<file path="src/sv/utf8_stream_decoder_assert.svh">
// Assertion macros for the UTF-8 stream decoder.
// Expects signals named clk and rst in the scope where a macro is used.
`ifndef UTF8_STREAM_DECODER_ASSERT_SVH
`define UTF8_STREAM_DECODER_ASSERT_SVH

// Same-cycle implication, checked on every rising edge outside reset.
`define U8D_ASSERT_IMP(label, ante, cons) \
  label: assert property (@(posedge clk) disable iff (rst) (ante) |-> (cons)) \
    else $error("utf8 decoder: same-cycle check failed");

// Next-cycle implication, checked on every rising edge outside reset.
`define U8D_ASSERT_NXT(label, ante, cons) \
  label: assert property (@(posedge clk) disable iff (rst) (ante) |=> (cons)) \
    else $error("utf8 decoder: next-cycle check failed");

`endif

</file>
<file path="src/sv/u8d_pkg.sv">
// Shared types, constants and helper functions of the UTF-8 stream decoder.
// No dependencies; the controller, the datapath and the top level import this package.
package u8d_pkg;

  // Sequence length codes returned by seq_len().
  localparam logic [2:0] SEQ_INVALID = 3'd0;
  localparam logic [2:0] SEQ_ONE     = 3'd1;
  localparam logic [2:0] SEQ_TWO     = 3'd2;
  localparam logic [2:0] SEQ_THREE   = 3'd3;
  localparam logic [2:0] SEQ_FOUR    = 3'd4;

  localparam logic [20:0] REPLACEMENT_CP = 21'h00FFFD;

  typedef struct packed {
    logic [7:0] text_byte;
    logic       final_byte;
  } text_beat_t;

  typedef struct packed {
    logic [20:0] code_point;
    logic        bad_sequence;
    logic [2:0]  bytes_used;
    logic        run_last;
    logic        text_done;
  } point_beat_t;

  typedef enum logic {
    ST_IDLE,
    ST_SCAN
  } u8d_state_t;

  // Commands from the controller to the datapath.
  typedef struct packed {
    logic load;     // append the incoming byte to the buffer
    logic consume;  // emit the decoded front sequence and drop its bytes
  } u8d_cmd_t;

  // Status from the datapath to the controller.
  typedef struct packed {
    logic stop;      // nothing to emit until more bytes arrive
    logic last;      // the result decoded now is the last one of this byte
    logic out_free;  // the output register can take a beat this cycle
  } u8d_status_t;

  // Total sequence length implied by a lead byte.
  function automatic logic [2:0] seq_len(input logic [7:0] b);
    logic [2:0] n;
    priority if (b[7] == 1'b0) begin
      n = SEQ_ONE;
    end else if (b[7:5] == 3'b110) begin
      n = SEQ_TWO;
    end else if (b[7:4] == 4'b1110) begin
      n = SEQ_THREE;
    end else if (b[7:3] == 5'b11110) begin
      n = SEQ_FOUR;
    end else begin
      n = SEQ_INVALID;
    end
    return n;
  endfunction

endpackage

</file>
<file path="src/sv/u8d_chan_if.sv">
// Valid/ready channel interface with a typed payload.
// Payload types come from u8d_pkg at the place of instantiation.
interface u8d_chan_if #(
  parameter type payload_t = logic
);
  logic     valid;
  logic     ready;
  payload_t payload;

  modport source (output valid, output payload, input ready);
  modport sink (input valid, input payload, output ready);
endinterface

</file>
<file path="src/sv/u8d_datapath.sv">
// Datapath of the UTF-8 stream decoder: byte buffer, sequence decoder and
// output register. Depends on u8d_pkg and u8d_chan_if.
module u8d_datapath
  import u8d_pkg::*;
(
  input  logic          clk,
  input  logic          rst,
  input  logic [7:0]    text_byte,
  input  logic          final_byte,
  input  u8d_cmd_t      cmd,
  output u8d_status_t   status,
  u8d_chan_if.source    points
);

  logic [7:0]  buffer [4];
  logic [7:0]  buffer_next [4];
  logic [7:0]  buffer_shift [4];
  logic [2:0]  cnt;
  logic [2:0]  cnt_next;
  logic        fin;
  logic        out_valid;
  point_beat_t out_beat;

  logic [2:0]  need;
  logic        short_seq;
  logic [10:0] v2;
  logic [15:0] v3;
  logic [20:0] v4;
  logic        c1, c2, c3;
  logic        ok2, ok3, ok4;
  logic        bad;
  logic [2:0]  used;
  logic [20:0] cp;
  logic [2:0]  cnt_rem;
  logic [2:0]  cnt_after;
  logic [2:0]  next_need;
  logic [2:0]  src;

  // Candidate values for each sequence length, straight from the bit fields.
  assign v2 = {buffer[0][4:0], buffer[1][5:0]};
  assign v3 = {buffer[0][3:0], buffer[1][5:0], buffer[2][5:0]};
  assign v4 = {buffer[0][2:0], buffer[1][5:0], buffer[2][5:0], buffer[3][5:0]};
  assign c1 = (buffer[1][7:6] == 2'b10);
  assign c2 = (buffer[2][7:6] == 2'b10);
  assign c3 = (buffer[3][7:6] == 2'b10);

  assign ok2 = c1 && (v2 >= 11'h080);
  assign ok3 = c1 && c2 && (v3 >= 16'h0800) && !((v3 >= 16'hD800) && (v3 <= 16'hDFFF));
  assign ok4 = c1 && c2 && c3 && (v4 >= 21'h010000) && (v4 <= 21'h10FFFF);

  assign need      = seq_len(buffer[0]);
  assign short_seq = (need >= SEQ_TWO) && (cnt < need);

  always_comb begin
    bad  = 1'b0;
    used = SEQ_ONE;
    cp   = REPLACEMENT_CP;
    unique case (need)
      SEQ_ONE: begin
        cp = {13'd0, buffer[0]};
      end
      SEQ_TWO: begin
        bad = short_seq || !ok2;
        cp  = {10'd0, v2};
      end
      SEQ_THREE: begin
        bad = short_seq || !ok3;
        cp  = {5'd0, v3};
      end
      SEQ_FOUR: begin
        bad = short_seq || !ok4;
        cp  = v4;
      end
      default: begin
        bad = 1'b1;
      end
    endcase
    if (bad) begin
      cp = REPLACEMENT_CP;
    end else begin
      used = need;
    end
  end

  // Remaining bytes after this result and whether another result follows.
  assign cnt_rem   = cnt - used;
  assign next_need = seq_len(buffer[used[1:0]]);

  assign status.stop     = (cnt == 3'd0) || (short_seq && !fin);
  assign status.last     = (cnt_rem == 3'd0) ||
                           (!fin && (next_need >= SEQ_TWO) && (cnt_rem < next_need));
  assign status.out_free = !out_valid || points.ready;

  always_comb begin
    src = 3'd0;
    for (int i = 0; i < 4; i++) begin
      src = 3'(i) + used;
      buffer_shift[i] = (src < 3'd4) ? buffer[src[1:0]] : 8'd0;
    end
    cnt_after = cmd.consume ? cnt_rem : cnt;
    for (int i = 0; i < 4; i++) begin
      buffer_next[i] = cmd.consume ? buffer_shift[i] : buffer[i];
    end
    if (cmd.load) begin
      buffer_next[cnt_after[1:0]] = text_byte;
    end
    cnt_next = cnt_after + {2'd0, cmd.load};
  end

  always_ff @(posedge clk) begin
    if (rst) begin
      cnt       <= 3'd0;
      fin       <= 1'b0;
      out_valid <= 1'b0;
    end else begin
      cnt <= cnt_next;
      if (cmd.load) fin <= final_byte;
      if (cmd.consume) begin
        out_valid <= 1'b1;
      end else if (points.ready) begin
        out_valid <= 1'b0;
      end
    end
  end

  always_ff @(posedge clk) begin
    for (int i = 0; i < 4; i++) begin
      buffer[i] <= buffer_next[i];
    end
    if (cmd.consume) begin
      out_beat.code_point   <= cp;
      out_beat.bad_sequence <= bad;
      out_beat.bytes_used   <= used;
      out_beat.run_last     <= status.last;
      out_beat.text_done    <= status.last && fin;
    end
  end

  assign points.valid   = out_valid;
  assign points.payload = out_beat;

endmodule

</file>
<file path="src/flat_wrapper.sv">
// flat-port wrapper written by rule: the top's interface ports become plain ports
module u8d_datapath_flat import u8d_pkg::*;
  (clk, rst, text_byte, final_byte, cmd, status, points_valid, points_payload, points_ready);
  u8d_chan_if points_i ();
  input  logic clk;
  input  logic rst;
  input  logic [7:0] text_byte;
  input  logic final_byte;
  input  u8d_cmd_t cmd;
  output u8d_status_t status;
  output wire logic [$bits(points_i.valid)-1:0] points_valid;
  output wire logic [$bits(points_i.payload)-1:0] points_payload;
  input wire logic [$bits(points_i.ready)-1:0] points_ready;
  assign points_valid = points_i.valid;
  assign points_payload = points_i.payload;
  assign points_i.ready = points_ready;
  u8d_datapath u_core (.clk(clk), .rst(rst), .text_byte(text_byte), .final_byte(final_byte), .cmd(cmd), .status(status), .points(points_i));
endmodule
</file>
<file path="config.mk">
export PLATFORM = sky130hd
export DESIGN_NAME = u8d_datapath_flat
export DESIGN_NICKNAME = d
export VERILOG_FILES = /design/src/sv/utf8_stream_decoder_assert.svh /design/src/sv/u8d_pkg.sv /design/src/sv/u8d_chan_if.sv /design/src/sv/u8d_datapath.sv /design/src/flat_wrapper.sv
export SDC_FILE = /design/constraint.sdc
export NUM_CORES = 1
export LEC_CHECK = 0
export ABC_AREA = 1
export BUFFER_PORTS_ARGS = -buffer_cell sky130_fd_sc_hd__clkbuf_2
export CORE_ASPECT_RATIO = 1.5
export CORE_MARGIN = 4
export CORE_UTILIZATION = 61
export CTS_CLUSTER_SIZE = 20
export DETAILED_ROUTE_END_ITERATION = 7
export PLACE_DENSITY = 0.88
export SLEW_MARGIN = 20
export SYNTH_ARGS = -nofsm -noshare
export SYNTH_HDL_FRONTEND = slang
export SYNTH_SLANG_ARGS = --single-unit
</file>
<file path="constraint.sdc">
create_clock -name clk -period 3.87 [get_ports clk]
set_input_delay 0.1935 -clock clk [delete_from_list [all_inputs] [get_ports clk]]
set_output_delay 0.1935 -clock clk [all_outputs]
set_load 0.05 [all_outputs]
</file>
After elaboration in Yosys (flattened, before gate mapping)
Memories as Yosys holds them, arrays and structs flattened.
Index checks and enable logic that the tools add are counted.
Widths: inputs -> output; s select.
Word-level totals
  register bits after elaboration: 6
  bits in writable memories: 32
  input bits: 14
  output and inout bits: 5
  memories: 1
Cells by class
  $add $sub $neg: 5
  magnitude comparators: 16
  eq/ne operators: 13
  muxes and demuxes: 25
  bitwise operators: 1
  reductions and logical operators: 29
Memory list
  u_core.buffer: depth 4, width 8, read ports 8, clocked after Yosys merged registers in 0, write ports 4, line u8d_datapath.sv:15  | logic [7:0] buffer [4];
Operators by type and width (number)
  $mux 8: 9
  $bwmux 32: 1
  $mux 32: 1
  $mux 3: 10
  $ge 21x17->1 const B: 1
  $le 21x21->1 const B: 1
  $demux 8 s2: 1
  $ge 16x12->1 const B: 1
  $ge 16x16->1 const B: 1
  $le 16x16->1 const B: 1
  $logic_and 1x1->1: 14
  $lt 3x3->1 const B: 4
  $ge 11x8->1 const B: 1
  $eq 5x5->1 const B: 2
  $eq 3x3->1 const B: 3
  $eq 4x4->1 const B: 2
  $add 2x3->3 const A: 2
  $eq 2x2->1 const B: 3
  $eq 3x2->1 const B: 2
  $ge 3x2->1 const B: 2
  $logic_not 1->1: 6
  $logic_not 3->1: 2
  $logic_or 1x1->1: 6
  $lt 3x3->1: 2
  other kinds (10): 11

Depth between registers and ports, before layout
Gate-level depths: netlist of the first run.
An unclocked memory read counts as a cell.
  word-level depth: 21
  mapped depth: 22

Worst setup path after synthesis of the first run
No wires, ideal clock.
  path type: register to output
  start: mem u_core.buffer[0][7]
  end: out status[1] (netlist name)
  arrival time: 3.417 ns
  required time: 3.677 ns
  setup slack: 0.260 ns
  cell stages (with the launch flop): 19
  cells stage by stage: dfxtp_1 > nand2_1 > inv_1 > nand4_4 > ha_1 > a21oi_1 > nand3_2 > inv_2 > nor2_4 > nand2_4 > inv_2 > fa_1 > xor2_1 > xor2_2 > ha_1 > a211o_1 > nor2_1 > nand2_1 > nand2_1
RTL lines
  start, declared: line u8d_datapath.sv:15
  end, declared: line flat_wrapper.sv:10  | output u8d_status_t status;

==> results of run 1 <==
## where the power goes
part | total (µW) | leakage, µW | switching, µW | internal, µW
logic | 1500 | 0.00130 | 936 | 566
clock network | 320 | 0.0000486 | 154 | 166
registers | 738 | 0.000320 | 172 | 565
total | 2560 | 0.00167 | 1260 | 1300
## synth_stat cells
master and instances:
a21oi_4 2, inv_1 56, nand2_4 2, a21boi_0 1
ha_1 9, buf_6 4, dfxtp_1 37, o211ai_1 7
inv_2 6, nand4_4 2, mux2i_1 1, a22oi_2 1
clkbuf_1 8, nor2_1 21, a21oi_1 37, xor2_1 1
edfxtp_1 1, a211o_1 1, o21ai_2 3, fa_1 1
o21ai_1 5, nor2_2 3, nand4_1 12, nand2_2 3
nand2_1 112, buf_4 2, nand3_1 35, nand3_2 3
nor2_4 3, a21oi_2 1, xor2_2 1, o32ai_1 1
o21ai_0 17, buf_2 4, a22oi_1 30
## per-stage QoR
| stage | setup WS, ns | instance area (µm²) | power (µW) | utilization |
|---|---|---|---|---|
| 6_report | 0.125 | 3290 | 2560 | 0.725 |
| 5_1_grt | -0.0841 | 3290 | 2770 | 0.725 |
| 4_1_cts | 0.00580 | 3140 | 2400 | 0.692 |
| 3_5_place_dp | 0.194 | 3010 | 2050 | 0.663 |
| 3_3_place_gp | 0.298 | 3010 | 2000 | 0.663 |
| 2_1_floorplan | 0.260 | 2880 | 1750 | - |
## final timing paths
check	endpoint	startpoint	slack, ns	cells after the start
max	status[1]	u_core.buffer[0][6]	0.12	19
min	u_core.cnt[1]	rst	0.12	2
max reg2reg	u_core.buffer[1][7]	u_core.buffer[0][6]	0.32	18
min reg2reg	u_core.points.valid	u_core.points.valid	0.50	2
## kinds of logic (layout without fill, tap and decap cells)
group                      after synthesis  in the layout  synth area share
adders and majority gates               10             10            0.0461
buffers and inverters                   80            107             0.119
muxes                                    1              1           0.00348
and+or+nand+nor                        196            196             0.319
AOI/OAI and AO/OA                      106            106             0.236
xor gates and xnor gates                 2              2           0.00871
DFF                                     38             38             0.268
## final cells by class
type	count	share of cell area
Clock buffer	6	0.0285
Clock inverter	2	0.00456
Inverter	62	0.0730
Multi-Input combinational cell	315	0.549
Sequential cell	38	0.235
Tap cell	64	0.0243
Timing Repair Buffer	37	0.0851
## per-layer routing
metal  track usage  wire length (µm)
met4         0.160               349
met1         0.318              3010
met2         0.496              4370
met3        0.0429               695
met5             0                 0
## repair_timing
item	4_1_cts	5_1_grt
gates resized for setup	4	22
hold buffers	0	0
endpoints found under the hold margin	0	0
pin swaps	1	5
setup endpoints to repair	1	8
gates cloned	0	1
buffers inserted	1	7
## sequential cells by signal, indices dropped and copies added (netlist names)
signal and flops:
u_core.buffer 32, u_core.cnt 3, u_core.fin 1, u_core.points.payload 1, u_core.points.valid 1
==> results.json, run 1 <==
{
  "crit_family": "adder cells",
  "first_global_vias": 2898,
  "die_y_um": 92.1,
  "globalRouteOverflowTotal": 0,
  "grt_max_degree": 38,
  "critPathSlowestCell": "fa_2",
  "grt_use_total": 0.283,
  "synth_cell_types": 35,
  "rows": 30,
  "final_common_cell": "nand2_1",
  "fp.coreArea_mm2": 0.00454,
  "antenna_left": 0,
  "avgRoutedWirePerCell_um": 16.1,
  "die_area_mm2": 0.00590,
  "yosysTopAreaCellShare": 0.258,
  "grt_pass1_wl_mm": 13.3,
  "cts-htree-levels": 2,
  "setup_viol": 0,
  "ys_warn_count": 0,
  "critPathKind": "flop to primary output",
  "first_pass_iters": 5,
  "endpoint_kind": "primary output",
  "viasPerCell": 5.95,
  "place.gp.congestion": 0.927,
  "p_per_area_mw_per_mm2": 778,
  "synth_area_leaders": "dfxtp_1 (26%), nand2_1 (15%), a22oi_1 (7.8%), inv_1 (7.3%), a21oi_1 (6.4%)",
  "status": "completed",
  "leakagePower_uw": 0.00167,
  "cts_buffers": 5,
  "num_antenna_cells": 0,
  "ir_drop_mv": 0.480,
  "fin_worst_skew_ns": 0.00701,
  "hold_slack_ns": 0.119,
  "cts_root_buf": "clkbuf_8",
  "max_freq_ghz": 0.267,
  "pin_count": 19,
  "antenna_found_initial": 0,
  "dp.cells": 507,
  "layout.nets": 483,
  "hold_violations": 0,
  "worstPathCellList": "nand2_2 > inv_2 > nand4_4 > ha_4 > nand2_1 > inv_1 > nand2_1 > nand3_2 > nand4_1 > ha_2 > fa_2 > xor2_2 > xor2_2 > ha_1 > a211o_1 > nor2_1 > nand2_1 > nand2_1 > buf_8",
  "multiInputGateArea_mm2": 0.00181,
  "synth_area_per_cell_um2": 6.64,
  "period_needed_ns": 3.75,
  "area_growth_pct": 14.5,
  "slew_violations": 0,
  "setup_tns_ns": 0,
  "fin_cells": 524,
  "cp_num_buf_inv": 3,
  "period_share": 0.968,
  "hp-class": "input port to flop",
  "clkTransAtPathRegs_ns": 0.08,
  "relSlewSlack": 0.330,
  "startpoint_type": "flop",
  "drtIter0Drc": 224,
  "synth_cells": 433,
  "wirelength_mm": 8.42,
  "worst_skew_pair.late_latency_ns": 0.30,
  "synth_fp_nets": 457,
  "n_fill_cell": 375,
  "ys_ff_latch": 38,
  "worstPathMaxFanout": 4,
  "ys_seq_area_frac": 0.268,
  "mostFrequentLayoutCells": "nand2_1 (110), inv_1 (54), a21oi_1 (36)",
  "cpPeakStageDelay_ns": 0.36,
  "dp_hpwl_mm": 5.72,
  "layout-drive-gt1-share": 0.189,
  "cp.arrival_ns": 3.55,
  "worstMarginPinSlew_ns": 1.00,
  "portBuffers": 18,
  "cts_tree": "done",
  "syn_area_mm2": 0.00288,
  "yosysTopAreaCell": "dfxtp_1",
  "numClockSinks": 38,
  "vias": 3120,
  "cp.required_ns": 3.68,
  "maxCapViolations": 0,
  "die_width_um": 64.1,
  "final-seq-area_um2": 774,
  "drc": 0,
  "clk_path_buf_depth": 2,
  "start_util": 0.633,
  "critPathMostFrequentCell": "nand2_1"
}
Note: power is estimated with default switching activity, not from simulation.
==> inputs of run 2 (changes only) <==
CORE_ASPECT_RATIO = 0.75   (was 1.5)
==> run 2 against run 1 <==
The run now ends with negative setup slack left; routed wire length rose by 4.4%; non-clock buffer count fell by 1; clock skew fell by 0.00073 ns; utilization fell by 1.0 points; register-to-register slack got worse by 0.22 ns; final area fell by 1.9%; cell count fell by 1.5%; flip-flop and latch count did not move; combinational power barely moved; maximum frequency fell by 3.4%; critical endpoint unchanged; largest cell class unchanged.
==> results.json, run 2 (same netlist as run 1, synthesis figures left out) <==
{
  "worst_skew_pair.late_latency_ns": 0.30,
  "layout.nets": 482,
  "hold_violations": 0,
  "ir_drop_mv": 0.418,
  "cts_buffers": 5,
  "clk_path_buf_depth": 2,
  "period_share": 1.00,
  "worstPathCellList": "inv_1 > nand4_4 > ha_4 > nand2_1 > inv_1 > nand2_2 > nand3_4 > nand4_1 > ha_2 > fa_2 > xor2_2 > xor2_2 > ha_1 > a211o_1 > nor2_1 > nand2_1 > nand2_2 > buf_8",
  "mostFrequentLayoutCells": "nand2_1 (109), inv_1 (55), a21oi_1 (36)",
  "critPathKind": "flop to primary output",
  "period_needed_ns": 3.88,
  "maxCapViolations": 0,
  "grt_max_degree": 23,
  "drc": 0,
  "cp.arrival_ns": 3.68,
  "grt_pass1_wl_mm": 13.8,
  "status": "finished, violations left",
  "layout-drive-gt1-share": 0.190,
  "place.gp.congestion": 0.978,
  "hold_slack_ns": 0.103,
  "endpoint_kind": "primary output",
  "max_freq_ghz": 0.258,
  "antenna_left": 0,
  "relSlewSlack": 0.247,
  "setup_viol": 1,
  "rows": 21,
  "globalRouteOverflowTotal": 0,
  "fin_worst_skew_ns": 0.00628,
  "hp-class": "input port to flop",
  "area_growth_pct": 12.3,
  "die_width_um": 87.3,
  "slew_violations": 0,
  "start_util": 0.636,
  "viasPerCell": 6.22,
  "numClockSinks": 38,
  "first_pass_iters": 5,
  "reg.largest.list": "u_core.buffer x32, u_core.cnt x3",
  "drtIter0Drc": 429,
  "cts_tree": "done",
  "n_fill_cell": 354,
  "portBuffers": 18,
  "dp.cells": 501,
  "antenna_found_initial": 0,
  "startpoint_type": "flop",
  "cp.required_ns": 3.68,
  "num_antenna_cells": 0,
  "first_global_vias": 2826,
  "crit_family": "adder cells",
  "worstPathMaxFanout": 5,
  "p_per_area_mw_per_mm2": 798,
  "leakagePower_uw": 0.00165,
  "die_area_mm2": 0.00589,
  "violations": "negative setup slack",
  "final.setup.worst_slack_ns": -0.00668,
  "multiInputGateArea_mm2": 0.00181,
  "largest_reg_flops": 32,
  "design_area_mm2": 0.00323,
  "avgRoutedWirePerCell_um": 17.0,
  "cts_root_buf": "clkbuf_8",
  "cp_num_buf_inv": 3,
  "die_y_um": 67.5,
  "dp_hpwl_mm": 6.03,
  "vias": 3209,
  "final-seq-area_um2": 778,
  "regMostFlops": "u_core.buffer",
  "fin_cells": 516,
  "grt_use_total": 0.307,
  "fp.coreArea_mm2": 0.00452,
  "pin_count": 19,
  "final_common_cell": "nand2_1",
  "clkTransAtPathRegs_ns": 0.08,
  "cpPeakStageDelay_ns": 0.38,
  "worstMarginPinSlew_ns": 1.13,
  "dpl_cell_area_mm2": 0.00301,
  "critPathSlowestCell": "fa_2",
  "cts-htree-levels": 2,
  "wirelength_mm": 8.79,
  "setup_tns_ns": -0.00668
}
run 2: cell type report:
| cell class | count | area share |
|---|---|---|
| multi-input combinational | 315 | 0.561 |
| inverter | 62 | 0.0721 |
| tap | 57 | 0.0221 |
| clock buffer | 8 | 0.0314 |
| sequential | 38 | 0.241 |
| timing repair buffer | 36 | 0.0728 |
run 2: timing repair:
item	4_1_cts	5_1_grt
pin swaps	1	9
setup buffers	2	5
endpoints found under the hold margin	0	0
hold buffers	0	0
endpoints found under the setup margin	2	9
resized for setup	10	9
run 2: per-stage QoR:
step | worst slack, ns | power, µW | utilization
after floorplan | 0.260 | 1750 | -
after global placement | 0.275 | 2000 | 0.666
after detailed placement | 0.0541 | 2060 | 0.666
after CTS | 0.0129 | 2430 | 0.700
after global routing | -0.119 | 2760 | 0.715
final | -0.00668 | 2580 | 0.715
run 2: worst register-to-register path, stage by stage (launching register included):
cell	delay, ns
dfxtp_1	0.36
inv_1	0.15
nand4_4	0.13
ha_4	0.29
nand2_1	0.04
inv_1	0.06
nand2_2	0.07
nand3_4	0.09
nand4_1	0.15
ha_2	0.24
fa_2	0.55
o21ai_0	0.15
inv_1	0.10
nand2_1	0.08
nor2_1	0.85
inv_1	0.11
o21ai_0	0.12
a21oi_1	0.06
a21oi_1	0.11
run 2: path summary, 6_finish.rpt:
check                 startpoint                   to  slack [ns]  cells past startpoint
max          u_core.buffer[0][3]            status[1]      -0.007                     18
max reg2reg  u_core.buffer[0][3]  u_core.buffer[1][6]        0.10                     18
min reg2reg  u_core.points.valid  u_core.points.valid        0.51                      2
min                          rst        u_core.cnt[1]        0.10                      2
run 2: power by group:
group | internal, µW | leakage (µW) | switching (µW) | total, µW
Sequential | 569 | 0.000320 | 174 | 743
Combinational | 556 | 0.00128 | 959 | 1510
Clock | 167 | 0.0000506 | 150 | 318
run 2: metal layers:
metal	share of wire	track usage
met1	0.41	0.424
met2	0.44	0.476
met3	0.13	0.0768
met4	0.016	0.0881
met5	0	0
==> inputs of run 3 (changes only) <==
CELL_PAD_IN_SITES_DETAIL_PLACEMENT = 2   (was not set)
CELL_PAD_IN_SITES_GLOBAL_PLACEMENT = 2   (was not set)
CORE_UTILIZATION = 34   (was 61)
GPL_ROUTABILITY_DRIVEN = 0   (was not set)
==> run 3 against run 2 <==
The run still ends with negative setup slack left; critical path depth increased by 3; maximum frequency about the same; sequential power increased by 6.3%; largest cell class unchanged; clock power increased by 54%; clock-buffer cell count decreased by 3; die area increased by 70%; final area increased by 6.5%; register-to-register slack improved by 0.12 ns; routed wire length increased by 57%; worst setup slack got worse by 0.00054 ns.
==> results.json, run 3 (same netlist as run 1, synthesis figures left out) <==
{
  "reg.largest.list": "u_core.buffer x32, u_core.cnt x3",
  "clk_path_buf_depth": 2,
  "antenna_left": 0,
  "worstPathCellList": "inv_2 > nor2_2 > nand2_2 > nand2_1 > nand2_1 > nand2_2 > nand3_4 > buf_4 > nand4_4 > inv_2 > buf_4 > nand2_1 > nand3_1 > nand2_1 > nand4_1 > ha_1 > a211o_1 > nor2_1 > nand2_1 > nand2_2 > buf_12",
  "die_width_um": 114,
  "cts-htree-levels": 2,
  "r2r_slack_ns": 0.22,
  "dp_hpwl_mm": 8.70,
  "cp.required_ns": 3.68,
  "period_share": 1.00,
  "slew_violations": 0,
  "final.setup.worst_slack_ns": -0.00721,
  "crit_path_start": "u_core.buffer[0][5]",
  "area_growth_pct": 19.6,
  "rr_startpoint": "u_core.buffer[0][4]",
  "grt_pass1_wl_mm": 20.4,
  "drtIter0Drc": 187,
  "cpPeakStageDelay_ns": 0.46,
  "die_area_mm2": 0.0100,
  "max_freq_ghz": 0.258,
  "rows": 28,
  "first_global_vias": 3612,
  "dpl_cell_area_mm2": 0.00309,
  "hold_slack_ns": 0.108,
  "fin_worst_skew_ns": 0.00330,
  "cp.arrival_ns": 3.68,
  "worstMarginPinSlew_ns": 0.727,
  "viasPerCell": 5.75,
  "startpoint_type": "flop",
  "antenna_found_initial": 0,
  "maxCapViolations": 0,
  "fp.coreArea_mm2": 0.00806,
  "largest_reg_flops": 32,
  "grt_use_total": 0.269,
  "critPathSlowestCell": "dfxtp_2",
  "design_area_mm2": 0.00344,
  "globalRouteOverflowTotal": 0,
  "hold_violations": 0,
  "layout.nets": 487,
  "critPathKind": "flop to primary output",
  "worst_skew_pair.late_latency_ns": 0.30,
  "cts_tree": "done",
  "worstPathMaxFanout": 10,
  "clkTransAtPathRegs_ns": 0.06,
  "die_y_um": 87.6,
  "mostFrequentLayoutCells": "nand2_1 (108), inv_1 (50), a21oi_1 (37)",
  "regMostFlops": "u_core.buffer",
  "drc": 0,
  "rsz0062_at_grt": "yes",
  "ir_drop_mv": 0.291,
  "critPathMostFrequentCell": "nand2_1",
  "violations": "negative setup slack",
  "period_needed_ns": 3.88,
  "r2r_end": "u_core.buffer[1][0]",
  "numClockSinks": 38,
  "crit_end": "status[1]",
  "vias": 3273,
  "avgRoutedWirePerCell_um": 24.2,
  "wirelength_mm": 13.8,
  "grt_max_degree": 29,
  "setup_tns_ns": -0.00721,
  "cts_root_buf": "clkbuf_16",
  "leakagePower_uw": 0.00171,
  "pin_count": 19,
  "cts_buffers": 5,
  "portBuffers": 18,
  "hp-class": "input port to flop",
  "first_pass_iters": 4,
  "endpoint_kind": "primary output",
  "num_antenna_cells": 0,
  "setup_viol": 1,
  "status": "finished, violations left",
  "start_util": 0.357,
  "reg2reg_depth": 16,
  "final_common_cell": "nand2_1",
  "relSlewSlack": 0.515,
  "p_per_area_mw_per_mm2": 886,
  "layout-drive-gt1-share": 0.228
}
-- run 3: worst min path at each step --
stage	start	to	slack [ns]	cells after the start
after floorplan	rst	u_core.points.valid	0.26	1
after global placement	rst	u_core.cnt[1]	0.43	2
after detailed placement	rst	u_core.points.valid	0.43	2
after CTS	rst	u_core.cnt[1]	0.12	2
after global routing	rst	u_core.cnt[1]	0.13	2
final	rst	u_core.cnt[1]	0.11	2
-- run 3: per-layer routing --
metal / wire length (µm) / share of wire / track usage / vias up
li1: - / - / - / 1506
met1: 5900 / 0.43 / 0.338 / 1627
met2: 6650 / 0.48 / 0.474 / 102
met3: 751 / 0.055 / 0.0442 / 38
met4: 467 / 0.034 / 0.0820 / 0
met5: 0 / 0 / 0 / -
-- run 3: layout make-up --
cell class	instances	area (µm²)
well taps	105	131
inverters	62	235
flip-flops and latches	38	781
fillers	975	4620
repair buffers	41	278
clock inverters	3	40.0
multi-input cells	315	1850
clock buffers	5	125
-- run 3: where the power goes --
group / switching (µW) / internal [µW] / total [µW] / leakage (µW)
clock network: 188 / 302 / 490 / 0.0000836
registers: 218 / 572 / 790 / 0.000320
logic: 1160 / 609 / 1770 / 0.00130
-- run 3: metrics by stage --
step	setup WS, ns	cells	util	total power (µW)
6_report	-0.00721	569	0.427	3050
5_1_grt	-0.123	569	0.427	3240
4_1_cts	0.000388	563	0.414	2800
3_5_place_dp	0.00288	550	0.384	2230
3_3_place_gp	0.278	550	0.384	2090
2_1_floorplan	0.260	433	-	1750
-- run 3: what timing repair did --
| item | 4_1_cts | 5_1_grt |
|---|---|---|
| buffers inserted | 5 | 6 |
| gates resized for setup | 11 | 21 |
| hold buffers | 0 | 0 |
| endpoints found under the setup margin | 9 | 6 |
| pin swaps | 4 | 15 |
-- run 3: critical path: cells and delay by family (launching register included) --
kind / cells / cell delay, ns
AO/OA/AOI/OAI: 1 / 0.28
adder cells (fa/ha/maj): 1 / 0.34
flip-flops: 1 / 0.46
buffers and inverters: 5 / 0.72
AND/OR/NAND/NOR: 14 / 1.57
